[config.mk]
export PLATFORM = sky130hd
export DESIGN_NAME = encoder_speed_pid_motor_drive
export DESIGN_NICKNAME = d
export VERILOG_FILES = /design/src/hdl/esp_pkg.sv /design/src/hdl/esp_sequencer.sv /design/src/hdl/esp_datapath.sv /design/src/hdl/encoder_speed_pid_motor_drive.sv
export VERILOG_INCLUDE_DIRS = /design/src /design/src/hdl
export SDC_FILE = /design/constraint.sdc
export NUM_CORES = 2
export LEC_CHECK = 0
export ABC_AREA = 1
export BUFFER_PORTS_ARGS = -buffer_cell sky130_fd_sc_hd__buf_2
export CAP_MARGIN = 40
export CORE_MARGIN = 4
export CORE_UTILIZATION = 45
export CTS_BUF_LIST = sky130_fd_sc_hd__clkbuf_8
export DETAILED_ROUTE_END_ITERATION = 10
export PLACE_DENSITY = 0.62
export SYNTH_ARGS = -nofsm -noshare
export SYNTH_HDL_FRONTEND = slang
export SYNTH_SLANG_ARGS = --single-unit
[constraint.sdc]
create_clock -name i_clk -period 6.4 [get_ports i_clk]
set_input_delay 0.96 -clock i_clk [delete_from_list [all_inputs] [get_ports i_clk]]
set_output_delay 0.96 -clock i_clk [all_outputs]
set_load 0.02 [all_outputs]
[src/hdl/assert_macros.svh]
// assertion macros shared by the speed controller rtl
// no dependencies; included by files that carry concurrent checks
`ifndef ASSERT_MACROS_SVH
`define ASSERT_MACROS_SVH

// implication checked on the same edge
`define ESP_ASSERT_IMP(lbl, clk, rst_n, ante, cons, msg) \
    lbl: assert property (@(posedge clk) disable iff (!rst_n) (ante) |-> (cons)) \
        else $error(msg);

// implication checked at the next edge
`define ESP_ASSERT_NXT(lbl, clk, rst_n, ante, cons, msg) \
    lbl: assert property (@(posedge clk) disable iff (!rst_n) (ante) |=> (cons)) \
        else $error(msg);

`endif

[src/hdl/esp_pkg.sv]
// types, constants and microprogram of the encoder speed pid controller
// no dependencies; used by the sequencer, datapath and top level
package esp_pkg;

    // field widths
    localparam int COUNT_BITS = 16;
    localparam int ENC_W      = 16;
    localparam int REF_W      = 8;
    localparam int GAIN_W     = 16;
    localparam int DUTY_W     = 16;
    localparam int SPEED_W    = 28;

    // internal widths
    localparam int ERR_W      = SPEED_W + 2;
    localparam int DIFF_W     = ERR_W + 1;
    localparam int INTEG_W    = 40;
    localparam int DRIVE_W    = 48;
    localparam int ACC_W      = 64;
    localparam int LO_W       = 24;
    localparam int MA_W       = 33;
    localparam int PROD_W     = MA_W + GAIN_W + 1;
    localparam int DFULL_W    = ACC_W - LO_W;

    // saturation bounds
    localparam logic [SPEED_W-1:0] SPEED_MAX = {SPEED_W{1'b1}};
    localparam logic signed [INTEG_W-1:0] INTEG_MAX = {1'b0, {(INTEG_W-1){1'b1}}};
    localparam logic signed [INTEG_W-1:0] INTEG_MIN = {1'b1, {(INTEG_W-1){1'b0}}};
    localparam logic signed [ACC_W-1:0] DRIVE_CAP =
        {{(ACC_W-DRIVE_W+1){1'b0}}, {(DRIVE_W-1){1'b1}}};

    // configuration register indexes
    localparam int CFG_IDX_W = 3;
    localparam logic [CFG_IDX_W-1:0] CFG_KP        = 3'd0;
    localparam logic [CFG_IDX_W-1:0] CFG_KI        = 3'd1;
    localparam logic [CFG_IDX_W-1:0] CFG_KD        = 3'd2;
    localparam logic [CFG_IDX_W-1:0] CFG_SPD_SCALE = 3'd3;
    localparam logic [CFG_IDX_W-1:0] CFG_DTY_SCALE = 3'd4;
    localparam logic [CFG_IDX_W-1:0] CFG_REF_LIMIT = 3'd5;
    localparam logic [CFG_IDX_W-1:0] CFG_OUT_MAX   = 3'd6;

    // sequencer operations
    localparam logic [1:0] SEQ_NEXT     = 2'd0;
    localparam logic [1:0] SEQ_WAIT_IN  = 2'd1;
    localparam logic [1:0] SEQ_WAIT_OUT = 2'd2;

    // multiplier operand selects
    localparam logic [2:0] MUL_NONE  = 3'd0;
    localparam logic [2:0] MUL_DELTA = 3'd1;
    localparam logic [2:0] MUL_KP    = 3'd2;
    localparam logic [2:0] MUL_KD    = 3'd3;
    localparam logic [2:0] MUL_KI_LO = 3'd4;
    localparam logic [2:0] MUL_KI_HI = 3'd5;
    localparam logic [2:0] MUL_DS_LO = 3'd6;
    localparam logic [2:0] MUL_DS_HI = 3'd7;

    // accumulator operations
    localparam logic [2:0] ACC_HOLD       = 3'd0;
    localparam logic [2:0] ACC_LOAD       = 3'd1;
    localparam logic [2:0] ACC_ADD        = 3'd2;
    localparam logic [2:0] ACC_ADD_SH     = 3'd3;
    localparam logic [2:0] ACC_LOAD_SPEED = 3'd4;

    // datapath register operations
    localparam logic [2:0] DP_NONE  = 3'd0;
    localparam logic [2:0] DP_TAKE  = 3'd1;
    localparam logic [2:0] DP_SPEED = 3'd2;
    localparam logic [2:0] DP_ERR   = 3'd3;
    localparam logic [2:0] DP_INTEG = 3'd4;
    localparam logic [2:0] DP_DRIVE = 3'd5;
    localparam logic [2:0] DP_OUT   = 3'd6;

    localparam int PC_W = 4;
    localparam logic [PC_W-1:0] PC_LAST = 4'd14;

    typedef struct packed {
        logic [1:0]      seq;
        logic [PC_W-1:0] target;
        logic [2:0]      mul;
        logic [2:0]      acc;
        logic [2:0]      dp;
    } t_ctrl;

    typedef struct packed {
        logic in_valid;
        logic out_free;
    } t_cond;

    typedef struct packed {
        logic [ENC_W-1:0] encoder_count;
        logic [REF_W-1:0] reference_speed;
        logic             clear_integral;
    } t_item;

    typedef struct packed {
        logic [GAIN_W-1:0] kp_gain;
        logic [GAIN_W-1:0] ki_dt_gain;
        logic [GAIN_W-1:0] kd_over_dt_gain;
        logic [GAIN_W-1:0] speed_scale;
        logic [GAIN_W-1:0] drive_to_duty_scale;
        logic [REF_W-1:0]  ref_limit;
        logic [DUTY_W-1:0] out_max;
    } t_cfg;

    typedef struct packed {
        logic [DUTY_W-1:0]  duty;
        logic [SPEED_W-1:0] measured_speed;
        logic               duty_clamped;
    } t_result;

    localparam t_ctrl CTRL_NOP = '{seq: SEQ_NEXT, target: '0, mul: MUL_NONE,
                                   acc: ACC_HOLD, dp: DP_NONE};

    // control store: one word per step; each product is registered in r_prod and
    // folded into the accumulator by the acc operation of the next step
    function automatic t_ctrl ucode_word(input logic [PC_W-1:0] pc);
        t_ctrl w;
        w = CTRL_NOP;
        unique case (pc)
            4'd0: begin
                w.seq = SEQ_WAIT_IN;
                w.dp  = DP_TAKE;
            end
            4'd1: w.mul = MUL_DELTA;
            4'd2: w.acc = ACC_LOAD;
            4'd3: w.dp  = DP_SPEED;
            4'd4: begin
                w.dp  = DP_ERR;
                w.acc = ACC_LOAD_SPEED;
            end
            4'd5: begin
                w.dp  = DP_INTEG;
                w.mul = MUL_KP;
            end
            4'd6: begin
                w.mul = MUL_KD;
                w.acc = ACC_ADD;
            end
            4'd7: begin
                w.mul = MUL_KI_LO;
                w.acc = ACC_ADD;
            end
            4'd8: begin
                w.mul = MUL_KI_HI;
                w.acc = ACC_ADD;
            end
            4'd9:  w.acc = ACC_ADD_SH;
            4'd10: w.dp  = DP_DRIVE;
            4'd11: w.mul = MUL_DS_LO;
            4'd12: begin
                w.mul = MUL_DS_HI;
                w.acc = ACC_LOAD;
            end
            4'd13: w.acc = ACC_ADD_SH;
            4'd14: begin
                w.seq    = SEQ_WAIT_OUT;
                w.target = '0;
                w.dp     = DP_OUT;
            end
            default: w = CTRL_NOP;
        endcase
        return w;
    endfunction

endpackage

[src/hdl/esp_sequencer.sv]
// step counter and control store of the speed controller
// depends on esp_pkg and assert_macros.svh
`include "assert_macros.svh"

module esp_sequencer (
    input  logic           i_clk,
    input  logic           i_rst_n,
    input  esp_pkg::t_cond i_cond,
    output esp_pkg::t_ctrl o_ctrl
);

    logic [esp_pkg::PC_W-1:0] r_pc;
    logic [esp_pkg::PC_W-1:0] n_pc;
    esp_pkg::t_ctrl           ctrl;

    // control word fetch
    assign ctrl   = esp_pkg::ucode_word(r_pc);
    assign o_ctrl = ctrl;

    // next step, waits act as conditional jumps
    always_comb begin
        unique case (ctrl.seq)
            esp_pkg::SEQ_NEXT:     n_pc = r_pc + 1'b1;
            esp_pkg::SEQ_WAIT_IN:  n_pc = i_cond.in_valid ? r_pc + 1'b1 : r_pc;
            esp_pkg::SEQ_WAIT_OUT: n_pc = i_cond.out_free ? ctrl.target : r_pc;
            default:               n_pc = '0;
        endcase
    end

    always_ff @(posedge i_clk) begin
        if (!i_rst_n) begin
            r_pc <= '0;
        end else begin
            r_pc <= n_pc;
        end
    end

    `ESP_ASSERT_NXT(a_take_starts_run, i_clk, i_rst_n,
        ctrl.seq == esp_pkg::SEQ_WAIT_IN && i_cond.in_valid, r_pc == esp_pkg::PC_W'(1),
        "take did not start run")
    `ESP_ASSERT_NXT(a_out_wait_holds, i_clk, i_rst_n,
        r_pc == esp_pkg::PC_LAST && !i_cond.out_free, r_pc == esp_pkg::PC_LAST,
        "left final step with output blocked")

endmodule

[src/hdl/esp_datapath.sv]
// datapath of the speed controller: shared multiplier, accumulator, pid state
// depends on esp_pkg; driven by the control word of esp_sequencer
module esp_datapath (
    input  logic             i_clk,
    input  logic             i_rst_n,
    input  esp_pkg::t_ctrl   i_ctrl,
    input  logic             i_take,
    input  esp_pkg::t_item   i_item,
    input  esp_pkg::t_cfg    i_cfg,
    output esp_pkg::t_result o_result
);

    logic [esp_pkg::COUNT_BITS-1:0]     r_prev_count;
    logic [esp_pkg::COUNT_BITS-1:0]     r_delta;
    logic [esp_pkg::REF_W-1:0]          r_ref;
    logic                               r_clr;
    logic [esp_pkg::SPEED_W-1:0]        r_speed;
    logic signed [esp_pkg::ERR_W-1:0]   r_err;
    logic signed [esp_pkg::ERR_W-1:0]   r_prev_err;
    logic signed [esp_pkg::DIFF_W-1:0]  r_diff;
    logic signed [esp_pkg::INTEG_W-1:0] r_integ;
    logic signed [esp_pkg::DRIVE_W-1:0] r_drive;
    logic signed [esp_pkg::PROD_W-1:0]  r_prod;
    logic signed [esp_pkg::ACC_W-1:0]   r_acc;

    logic [esp_pkg::COUNT_BITS-1:0]     count_cur;
    logic [esp_pkg::ACC_W-1:0]          spd_round;
    logic [esp_pkg::ACC_W-5:0]          spd_shift;
    logic [esp_pkg::SPEED_W-1:0]        spd_sat;
    logic [esp_pkg::REF_W-1:0]          ref_clip;
    logic signed [esp_pkg::ERR_W-1:0]   err_next;
    logic signed [esp_pkg::INTEG_W-1:0] integ_base;
    logic signed [esp_pkg::INTEG_W:0]   integ_sum;
    logic signed [esp_pkg::INTEG_W-1:0] integ_sat;
    logic signed [esp_pkg::DRIVE_W-1:0] drive_sat;
    logic signed [esp_pkg::MA_W-1:0]    mul_a;
    logic [esp_pkg::GAIN_W-1:0]         mul_b;
    logic signed [esp_pkg::ACC_W-1:0]   prod_ext;
    logic [esp_pkg::DFULL_W-1:0]        duty_full;

    assign count_cur = esp_pkg::COUNT_BITS'(i_item.encoder_count);

    // speed: round half up and drop four fraction bits, then saturate
    always_comb begin
        spd_round = r_acc + esp_pkg::ACC_W'(8);
        spd_shift = spd_round[esp_pkg::ACC_W-1:4];
        if (spd_shift > (esp_pkg::ACC_W-4)'(esp_pkg::SPEED_MAX)) begin
            spd_sat = esp_pkg::SPEED_MAX;
        end else begin
            spd_sat = spd_shift[esp_pkg::SPEED_W-1:0];
        end
    end

    // error against the clipped reference, both in q.8
    always_comb begin
        ref_clip = (r_ref > i_cfg.ref_limit) ? i_cfg.ref_limit : r_ref;
        err_next = $signed({{(esp_pkg::ERR_W-esp_pkg::REF_W-8){1'b0}}, ref_clip, 8'b0})
                 - $signed({{(esp_pkg::ERR_W-esp_pkg::SPEED_W){1'b0}}, r_speed});
    end

    // integral with optional clear and saturation at its width
    always_comb begin
        integ_base = r_clr ? '0 : r_integ;
        integ_sum  = (esp_pkg::INTEG_W+1)'(integ_base) + (esp_pkg::INTEG_W+1)'(r_err);
        if (integ_sum[esp_pkg::INTEG_W] != integ_sum[esp_pkg::INTEG_W-1]) begin
            integ_sat = integ_sum[esp_pkg::INTEG_W] ? esp_pkg::INTEG_MIN : esp_pkg::INTEG_MAX;
        end else begin
            integ_sat = integ_sum[esp_pkg::INTEG_W-1:0];
        end
    end

    // drive clamp to the symmetric cap
    always_comb begin
        if (r_acc > esp_pkg::DRIVE_CAP) begin
            drive_sat = esp_pkg::DRIVE_CAP[esp_pkg::DRIVE_W-1:0];
        end else if (r_acc < -esp_pkg::DRIVE_CAP) begin
            drive_sat = esp_pkg::DRIVE_W'(-esp_pkg::DRIVE_CAP);
        end else begin
            drive_sat = r_acc[esp_pkg::DRIVE_W-1:0];
        end
    end

    // multiplier operands; wide words go in as low and high chunks
    always_comb begin
        mul_a = '0;
        mul_b = '0;
        case (i_ctrl.mul)
            esp_pkg::MUL_DELTA: begin
                mul_a = esp_pkg::MA_W'(r_delta);
                mul_b = i_cfg.speed_scale;
            end
            esp_pkg::MUL_KP: begin
                mul_a = esp_pkg::MA_W'(r_err);
                mul_b = i_cfg.kp_gain;
            end
            esp_pkg::MUL_KD: begin
                mul_a = esp_pkg::MA_W'(r_diff);
                mul_b = i_cfg.kd_over_dt_gain;
            end
            esp_pkg::MUL_KI_LO: begin
                mul_a = esp_pkg::MA_W'(r_integ[esp_pkg::LO_W-1:0]);
                mul_b = i_cfg.ki_dt_gain;
            end
            esp_pkg::MUL_KI_HI: begin
                mul_a = esp_pkg::MA_W'($signed(r_integ[esp_pkg::INTEG_W-1:esp_pkg::LO_W]));
                mul_b = i_cfg.ki_dt_gain;
            end
            esp_pkg::MUL_DS_LO: begin
                mul_a = esp_pkg::MA_W'(r_drive[esp_pkg::LO_W-1:0]);
                mul_b = i_cfg.drive_to_duty_scale;
            end
            esp_pkg::MUL_DS_HI: begin
                mul_a = esp_pkg::MA_W'($signed(r_drive[esp_pkg::DRIVE_W-1:esp_pkg::LO_W]));
                mul_b = i_cfg.drive_to_duty_scale;
            end
            default: begin
                mul_a = '0;
                mul_b = '0;
            end
        endcase
    end

    assign prod_ext = esp_pkg::ACC_W'(r_prod);

    // product register and accumulator
    always_ff @(posedge i_clk) begin
        if (i_ctrl.mul != esp_pkg::MUL_NONE) begin
            r_prod <= mul_a * $signed({1'b0, mul_b});
        end
        case (i_ctrl.acc)
            esp_pkg::ACC_LOAD:       r_acc <= prod_ext;
            esp_pkg::ACC_ADD:        r_acc <= r_acc + prod_ext;
            esp_pkg::ACC_ADD_SH:     r_acc <= r_acc + (prod_ext <<< esp_pkg::LO_W);
            esp_pkg::ACC_LOAD_SPEED: r_acc <= $signed(esp_pkg::ACC_W'({r_speed, 8'b0}));
            default:                 r_acc <= r_acc;
        endcase
    end

    // working registers loaded step by step
    always_ff @(posedge i_clk) begin
        unique case (i_ctrl.dp)
            esp_pkg::DP_TAKE: begin
                if (i_take) begin
                    r_delta <= r_prev_count - count_cur;
                    r_ref   <= i_item.reference_speed;
                    r_clr   <= i_item.clear_integral;
                end
            end
            esp_pkg::DP_SPEED: r_speed <= spd_sat;
            esp_pkg::DP_ERR:   r_err   <= err_next;
            esp_pkg::DP_INTEG: r_diff  <= esp_pkg::DIFF_W'(r_err) - esp_pkg::DIFF_W'(r_prev_err);
            esp_pkg::DP_DRIVE: r_drive <= drive_sat;
            default: begin
            end
        endcase
    end

    // controller state kept across ticks
    always_ff @(posedge i_clk) begin
        if (!i_rst_n) begin
            r_prev_count <= '0;
            r_integ      <= '0;
            r_prev_err   <= '0;
        end else begin
            if (i_ctrl.dp == esp_pkg::DP_TAKE && i_take) begin
                r_prev_count <= count_cur;
            end
            if (i_ctrl.dp == esp_pkg::DP_INTEG) begin
                r_integ    <= integ_sat;
                r_prev_err <= r_err;
            end
        end
    end

    // duty from the scaled drive, clamped to 0..out_max
    always_comb begin
        duty_full               = r_acc[esp_pkg::ACC_W-1:esp_pkg::LO_W];
        o_result.measured_speed = r_speed;
        if (r_acc[esp_pkg::ACC_W-1]) begin
            o_result.duty         = '0;
            o_result.duty_clamped = 1'b1;
        end else if (duty_full > esp_pkg::DFULL_W'(i_cfg.out_max)) begin
            o_result.duty         = i_cfg.out_max;
            o_result.duty_clamped = 1'b1;
        end else begin
            o_result.duty         = duty_full[esp_pkg::DUTY_W-1:0];
            o_result.duty_clamped = 1'b0;
        end
    end

endmodule

[src/hdl/encoder_speed_pid_motor_drive.sv]
// top level of the encoder speed pid motor drive: config registers, stream ports
// depends on esp_pkg, esp_sequencer, esp_datapath and assert_macros.svh
`include "assert_macros.svh"

// One motor channel per control tick: each input transfer carries an encoder
// counter sample, a reference speed and an integral clear flag, and yields
// exactly one result with the duty, the measured speed and a clamp flag. A
// 15-step microprogram runs the tick on one shared 33x17 multiplier and a
// 64-bit accumulator; a new item is taken only after the previous tick has
// loaded its result, which waits while the output side is blocked; the
// output register lets the next item enter while the last result waits.
// Configuration registers are written through the cfg channel, which is
// always ready; write them only while no item is in flight.
module encoder_speed_pid_motor_drive (
    input  logic                          i_clk,
    input  logic                          i_rst_n,
    // configuration write channel
    input  logic                          i_cfg_valid,
    output logic                          o_cfg_ready,
    input  logic [esp_pkg::CFG_IDX_W-1:0] i_cfg_index,
    input  logic [esp_pkg::GAIN_W-1:0]    i_cfg_data,
    // input stream
    input  logic                          s_axis_tvalid,
    output logic                          s_axis_tready,
    input  logic [23:0]                   s_axis_tdata,  // encoder_count, reference_speed
    input  logic                          s_axis_tuser,  // clear_integral
    // result stream
    output logic                          m_axis_tvalid,
    input  logic                          m_axis_tready,
    output logic [47:0]                   m_axis_tdata,  // duty, measured_speed, zero pad
    output logic                          m_axis_tuser   // duty_clamped
);

    logic [esp_pkg::GAIN_W-1:0]  r_kp;
    logic [esp_pkg::GAIN_W-1:0]  r_ki;
    logic [esp_pkg::GAIN_W-1:0]  r_kd;
    logic [esp_pkg::GAIN_W-1:0]  r_spd_scale;
    logic [esp_pkg::GAIN_W-1:0]  r_dty_scale;
    logic [esp_pkg::REF_W-1:0]   r_ref_limit;
    logic [esp_pkg::DUTY_W-1:0]  r_out_max;

    logic                        r_out_valid;
    logic [esp_pkg::DUTY_W-1:0]  r_out_duty;
    logic [esp_pkg::SPEED_W-1:0] r_out_speed;
    logic                        r_out_clamped;

    esp_pkg::t_ctrl   ctrl;
    esp_pkg::t_cond   cond;
    esp_pkg::t_item   item;
    esp_pkg::t_cfg    cfg;
    esp_pkg::t_result result;
    logic             out_free;
    logic             take;
    logic             out_load;

    // configuration registers
    assign o_cfg_ready = 1'b1;

    always_ff @(posedge i_clk) begin
        if (!i_rst_n) begin
            r_kp        <= 16'd90;
            r_ki        <= 16'd52;
            r_kd        <= 16'd0;
            r_spd_scale <= 16'd10792;
            r_dty_scale <= 16'd1969;
            r_ref_limit <= 8'd130;
            r_out_max   <= 16'd1000;
        end else if (i_cfg_valid && o_cfg_ready) begin
            unique case (i_cfg_index)
                esp_pkg::CFG_KP:        r_kp        <= i_cfg_data;
                esp_pkg::CFG_KI:        r_ki        <= i_cfg_data;
                esp_pkg::CFG_KD:        r_kd        <= i_cfg_data;
                esp_pkg::CFG_SPD_SCALE: r_spd_scale <= i_cfg_data;
                esp_pkg::CFG_DTY_SCALE: r_dty_scale <= i_cfg_data;
                esp_pkg::CFG_REF_LIMIT: r_ref_limit <= i_cfg_data[esp_pkg::REF_W-1:0];
                esp_pkg::CFG_OUT_MAX:   r_out_max   <= i_cfg_data;
                default: begin
                end
            endcase
        end
    end

    assign cfg = '{kp_gain: r_kp, ki_dt_gain: r_ki, kd_over_dt_gain: r_kd,
                   speed_scale: r_spd_scale, drive_to_duty_scale: r_dty_scale,
                   ref_limit: r_ref_limit, out_max: r_out_max};

    // input transfer taken only at the fetch step
    assign s_axis_tready = i_rst_n && (ctrl.seq == esp_pkg::SEQ_WAIT_IN);
    assign take          = s_axis_tvalid && s_axis_tready;
    assign item          = '{encoder_count: s_axis_tdata[15:0],
                             reference_speed: s_axis_tdata[23:16],
                             clear_integral: s_axis_tuser};

    // output register frees when its transfer completes
    assign out_free = !r_out_valid || m_axis_tready;
    assign out_load = (ctrl.dp == esp_pkg::DP_OUT) && out_free;
    assign cond     = '{in_valid: s_axis_tvalid, out_free: out_free};

    esp_sequencer u_seq (
        .i_clk   (i_clk),
        .i_rst_n (i_rst_n),
        .i_cond  (cond),
        .o_ctrl  (ctrl)
    );

    esp_datapath u_dp (
        .i_clk    (i_clk),
        .i_rst_n  (i_rst_n),
        .i_ctrl   (ctrl),
        .i_take   (take),
        .i_item   (item),
        .i_cfg    (cfg),
        .o_result (result)
    );

    // result register
    always_ff @(posedge i_clk) begin
        if (!i_rst_n) begin
            r_out_valid <= 1'b0;
        end else if (out_load) begin
            r_out_valid <= 1'b1;
        end else if (m_axis_tready) begin
            r_out_valid <= 1'b0;
        end
    end

    always_ff @(posedge i_clk) begin
        if (out_load) begin
            r_out_duty    <= result.duty;
            r_out_speed   <= result.measured_speed;
            r_out_clamped <= result.duty_clamped;
        end
    end

    assign m_axis_tvalid = r_out_valid;
    assign m_axis_tdata  = {4'b0, r_out_speed, r_out_duty};
    assign m_axis_tuser  = r_out_clamped;

    `ESP_ASSERT_NXT(a_busy_after_take, i_clk, i_rst_n,
        s_axis_tvalid && s_axis_tready, !s_axis_tready, "took a second item mid tick")
    `ESP_ASSERT_IMP(a_duty_in_range, i_clk, i_rst_n,
        r_out_valid, r_out_duty <= r_out_max, "duty above out_max")
    `ESP_ASSERT_IMP(a_clamp_at_bound, i_clk, i_rst_n,
        r_out_valid && r_out_clamped, r_out_duty == '0 || r_out_duty == r_out_max,
        "clamp flag without bound duty")

endmodule

* Yosys cells after proc, flatten, opt, wreduce, memory -nomap -nowiden
Cells that the tools add are included.
Widths: inputs -> output; s select.
** Storage, ports and cells
- Flip-flop bits (word level) :: 514
- Output and inout port bits :: 52
- Logic and storage cells :: 127
** Operators by class
- Add/subtract/negate cells :: 8
- Multiply operators :: 1
- Order comparisons :: 5
- Equality and inequality tests :: 42
- Muxes and demuxes :: 19
- Reductions and logical operators :: 27
** Operators by type and width (count)
- $pmux 64 s4 :: 1
- $pmux 33 s7 :: 1
- $mux 40 :: 3
- $pmux 16 s5 :: 1
- $add 64x5->64 const B :: 1
- $add 64x50->64 :: 1
- $add 64x64->64 :: 1
- $gt 64x48->1 const B :: 1
- $lt 64x48->1 const B :: 1
- $gt 60x28->1 const B :: 1
- $mul 33x17->50 :: 1
- $mux 48 :: 1
- $add 40x29->41 :: 1
- $gt 40x16->1 :: 1
- $eq 3x3->1 const B :: 11
- $sub 29x29->30 :: 1
- $sub 16x28->29 :: 1
- $eq 4x4->1 const B :: 7
- $eq 3x2->1 const B :: 8
- $pmux 3 s7 :: 1
- $pmux 3 s6 :: 1
- $reduce_and 2->1 :: 9
- $eq 4x3->1 const B :: 4
- $mux 16 :: 1
- other kinds (27) :: 42

* Depth between registers and ports, before layout
- Depth in word-level cells :: 6
- Mapped depth :: 36
- Depth with buffers taken out :: 35

* By module
From an unflattened synthesis, not the netlist that was laid out.
** Second synthesis, totals
- Cell total of the unflattened synthesis :: 7156
- Area, all modules :: 53739.0 sq um
** By module, submodules not included
- esp_datapath :: times used 1, cells each 6453, area an instance 47692.0 sq um, seq. area each 9929.5 sq um
- encoder_speed_pid_motor_drive :: times used 1, cells each 632, area an instance 5554.1 sq um, seq. area each 3453.3 sq um
- esp_sequencer :: times used 1, cells each 71, area an instance 493.0 sq um, seq. area each 80.1 sq um

* Worst setup path after synthesis
Ideal clock, no wire load.
- Path type :: register to register
- Start point :: register u_seq.r_pc[0] (netlist bit)
- End point :: register u_dp.r_prod[46] (netlist bit) (data pin)
- Arrival time :: 6.725 ns
- Required time :: 6.140 ns
- Slack :: -0.585 ns
- Cell stages (with the launch flop) :: 29
- Buffers on the path :: 1
- Path through :: dfxtp_1 -> nor2_1 -> inv_2 -> nor2_1 -> nor2_2 -> o221ai_1 -> a221oi_1 -> clkbuf_1 -> nor2_1 -> fa_1 -> inv_1 -> fa_1 -> inv_1 -> fa_1 -> inv_1 -> fa_1 -> inv_1 -> fa_1 -> inv_1 -> fa_1 -> inv_1 -> ha_1 -> nand2_1 -> nor2_1 -> inv_1 -> nor4_1 -> nand3_1 -> nand3_1 -> xor2_1
** Between the ends
- Longest elaborated chain between the ends :: 6
** Ends and longest elaborated chain
- from (decl) :: RTL line esp_sequencer.sv:12 : logic [esp_pkg::PC_W-1:0] r_pc;
- from (signal assigned) :: RTL line esp_sequencer.sv:34 : r_pc <= n_pc;
- $eq 4x4->1 (tied with other cells) :: RTL line esp_pkg.sv:118 : unique case (pc)
- $pmux 3 s7 * :: RTL line esp_pkg.sv:118
- $eq 3x3->1 :: RTL line esp_datapath.sv:87 : case (i_ctrl.mul)
- $reduce_or 2->1 (no source line)
- $pmux 16 s5 :: RTL line esp_datapath.sv:87
- $mul 33x17->50 * :: RTL line esp_datapath.sv:128 : r_prod <= mul_a * $signed({1'b0, mul_b});
- to (signal assigned) :: RTL line esp_datapath.sv:128
- to (decl) :: RTL line esp_datapath.sv:23 : logic signed [esp_pkg::PROD_W-1:0] r_prod;
Mark *: on every way between the ends. The rest lies on a longest branch, timed or not.
A chain may end at the register's enable or synchronous reset.

* Worst setup path after layout
- Start point :: register u_seq.r_pc[2] (netlist bit)
- End point :: register u_dp.r_prod[48] (netlist bit) (data pin)
The elaborated chain is that of the path after synthesis.

==> qor.txt <==
FMAX: 142 MHz
drt wl/cell: 23.3 um
number of synthesized flops with an enable pin: 319
DR DRC count: 0
CP arrival: 7.58 ns
leakage: 0.0309 uW
#FFs+latches synth: 513
register area share after synthesis: 25.0%
fin crit share: 110%
post-DP HPWL: 183000 um
cts hold-fix bufs: 0
largest cells by area after synthesis: edfxtp_1, fa_1, nand2_1
number of buffers created by CTS: 97
Final Slew Violations: 0
initial antenna violation count: 9
Most used DFF post-synth: edfxtp_1
clock-pin slew on the worst setup and hold paths: 0.06 ns
IO Pins: 101
initial core utilization: 45.4%
DRT Pass-1 Iters: 6
vias in the first global route: 51746
GRT Resource Usage Total: 35.5%
area share of the largest cell type after synthesis: 17.8%
Die W: 354 um
Clock Skew: 0.0643 ns
most frequent cells in the layout: nand2_1, inv_1, nor2_1, buf_4, fa_1
Distinct cells, synth: 58
vias per cell: 5.46
Ys Warns: 0
final setup fails: 38
endpoints failing hold: 0
Root Buffer: clkbuf_8
area delta synth->final: 24.9%
CP Class: reg -> reg
nets: 8846
Max-Cap Viols: 0
Final ANT Viol Nets: 0
pre-CTS WS: -1.22 ns
Clock Path Buffers: 3
status: finished with violations
async set-or-reset flop fraction in the synthesized netlist: 0%
endpoint class of the critical path: flop
Critical-path top delay cell: fa_2
fillers: 11233
Post-Route Setup TNS: -18.64 ns
clk_lat worst skew: 0.82 ns
VDD IR max: 175 uV
share of cells above drive strength 1: 19.8%
most common cell after layout, fill and taps aside: nand2_1
DRT iter0 DRCs: 5228
RSZ-0062 raised after global routing: true
synthesized area per cell: 7.43 um2
Die ar.: 0.125 mm2
CTS tree: built
Min-Delay Path Class: in -> reg
Die H: 354 um
worst slew pin tran: 1.00 ns
failing checks: setup timing
Final GP Congestion: 1.02
global-route wire length before repair: 331000 um
fin crit period: 7.05 ns
Sink Count: 513
CP Max Fanout: 6
grt total ovfl: 0
Cells after Synth: 7237
worst relative slew slack: 33.3%
H-tree levels: 3
cell taking the most area after synthesis: edfxtp_1
Core ar.: 0.118 mm2
WP data required: 6.93 ns
cell row count: 126
mapped cell area: 0.0538 mm2
vias: 52769
buffers added on ports: 95
largest net degree at the start of global routing: 101
final setup margin: -0.655 ns
Max stage delay on crit path: 0.54 ns
Power Dens Cells: 155 mW/mm2
Critical Path Source Type: flop
final wirelength: 225000 um
worst max-delay path: cells and delay by family (launching register included):
kind                       cells  cell delay, ns
AOI/OAI and AO/OA              2            0.15
adders and majority gates      7            3.36
buffers and inverters         13            1.22
DFF                            1            0.32
and+or+nand+nor               10            1.66
cells by family after synthesis:
kind of cell / share of synthesized area [%]
adder cells (fa/ha/maj): 25.5
AND/OR/NAND/NOR: 24.4
other: 0.0140
flip-flops: 25.0
XOR/XNOR: 2.87
AO/OA/AOI/OAI: 11.7
buffers and inverters: 10.5
repair_timing:
item                                    4_1_cts  5_1_grt
resized for setup                           622      132
endpoints found under the setup margin       41       42
pin swaps                                   265      101
cloned                                        9        2
buffers inserted                            119       30
per-layer routing:
metal | part of all wire, % | wire length (um) | track usage [%] | vias up
li1 | - | - | - | 24677
met1 | 41 | 92800 | 47.4 | 25342
met2 | 44 | 100000 | 55.3 | 2283
met3 | 9.2 | 20800 | 7.79 | 465
met4 | 5.2 | 11700 | 15.9 | 2
met5 | 0.0049 | 11 | 0 | -
per-stage QoR:
stage / util, % / cell area (um2) / hold slack [ns] / power [uW] / cells
final: 56.7 / 67100 / 0.334 / 10400 / 9671
after global routing: 56.7 / 67100 / 0.267 / 10900 / 9665
after CTS: 56.1 / 66400 / 0.256 / 10300 / 9633
after detailed placement: 51.5 / 60900 / 0.436 / 6860 / 9334
after global placement: 51.4 / 60800 / 0.432 / 6850 / 9330
after floorplan: - / 54200 / 0.426 / 5620 / 7240
path summary, 6_finish.rpt:
check	cells past startpoint	from	slack, ns	endpoint
worst max register to register	32	u_seq.r_pc[2]	-0.65	u_dp.r_prod[48]
worst min register to register	0	u_dp.r_speed[9]	0.44	r_out_speed[9]
worst min-delay path	1	s_axis_tdata[22]	0.33	u_dp.r_ref[6]
worst max-delay path	32	u_seq.r_pc[2]	-0.65	u_dp.r_prod[48]
sequential cells by signal, summed over array words and instances (netlist names), 28 cells and up:
register	flops
u_dp.r_acc	64
u_dp.r_prod	50
u_dp.r_drive	48
u_dp.r_integ	40
u_dp.r_diff	30
u_dp.r_err	29
u_dp.r_prev_err	29
r_out_speed	28
u_dp.r_speed	28
synthesized netlist by cell type, types with 10 or more instances:
library cell / count
or2_2: 17
a21boi_0: 14
nand3_1: 299
nor4_2: 10
o2111ai_1: 15
xor2_1: 127
nor4_1: 25
o211ai_1: 47
inv_1: 1256
a22o_1: 18
xnor2_1: 49
fa_1: 475
a21oi_1: 492
nor3_1: 83
nor2_2: 17
nand2_1: 1620
buf_2: 63
nor2_1: 919
a31oi_1: 20
clkbuf_1: 97
o21a_1: 31
inv_2: 21
a21o_1: 16
edfxtp_1: 319
nand3b_1: 35
o22ai_1: 16
o21ai_0: 383
ha_1: 336
a211oi_1: 17
clkinv_1: 14
dfxtp_1: 194
nand4_1: 72
o21bai_1: 27
final cells by class:
class | count | area, um2 | area share (%)
Multi-Input combinational cell | 5258 | 37500 | 55.9
Sequential cell | 513 | 13500 | 20.1
Timing Repair Buffer | 824 | 7230 | 10.8
Inverter | 1291 | 4960 | 7.39
Tap cell | 1600 | 2000 | 2.98
Clock buffer | 111 | 1530 | 2.28
Clock inverter | 65 | 392 | 0.584
Antenna cell | 8 | 20.0 | 0.0298
Timing Repair inverter | 1 | 8.76 | 0.0131
power breakdown:
group / leakage, uW / internal, uW / switching (uW)
combinational: 0.0254 / 1070 / 2040
clock: 0.00111 / 1680 / 1610
sequential: 0.00442 / 3700 / 312
Power figures use the tool's default switching activity.
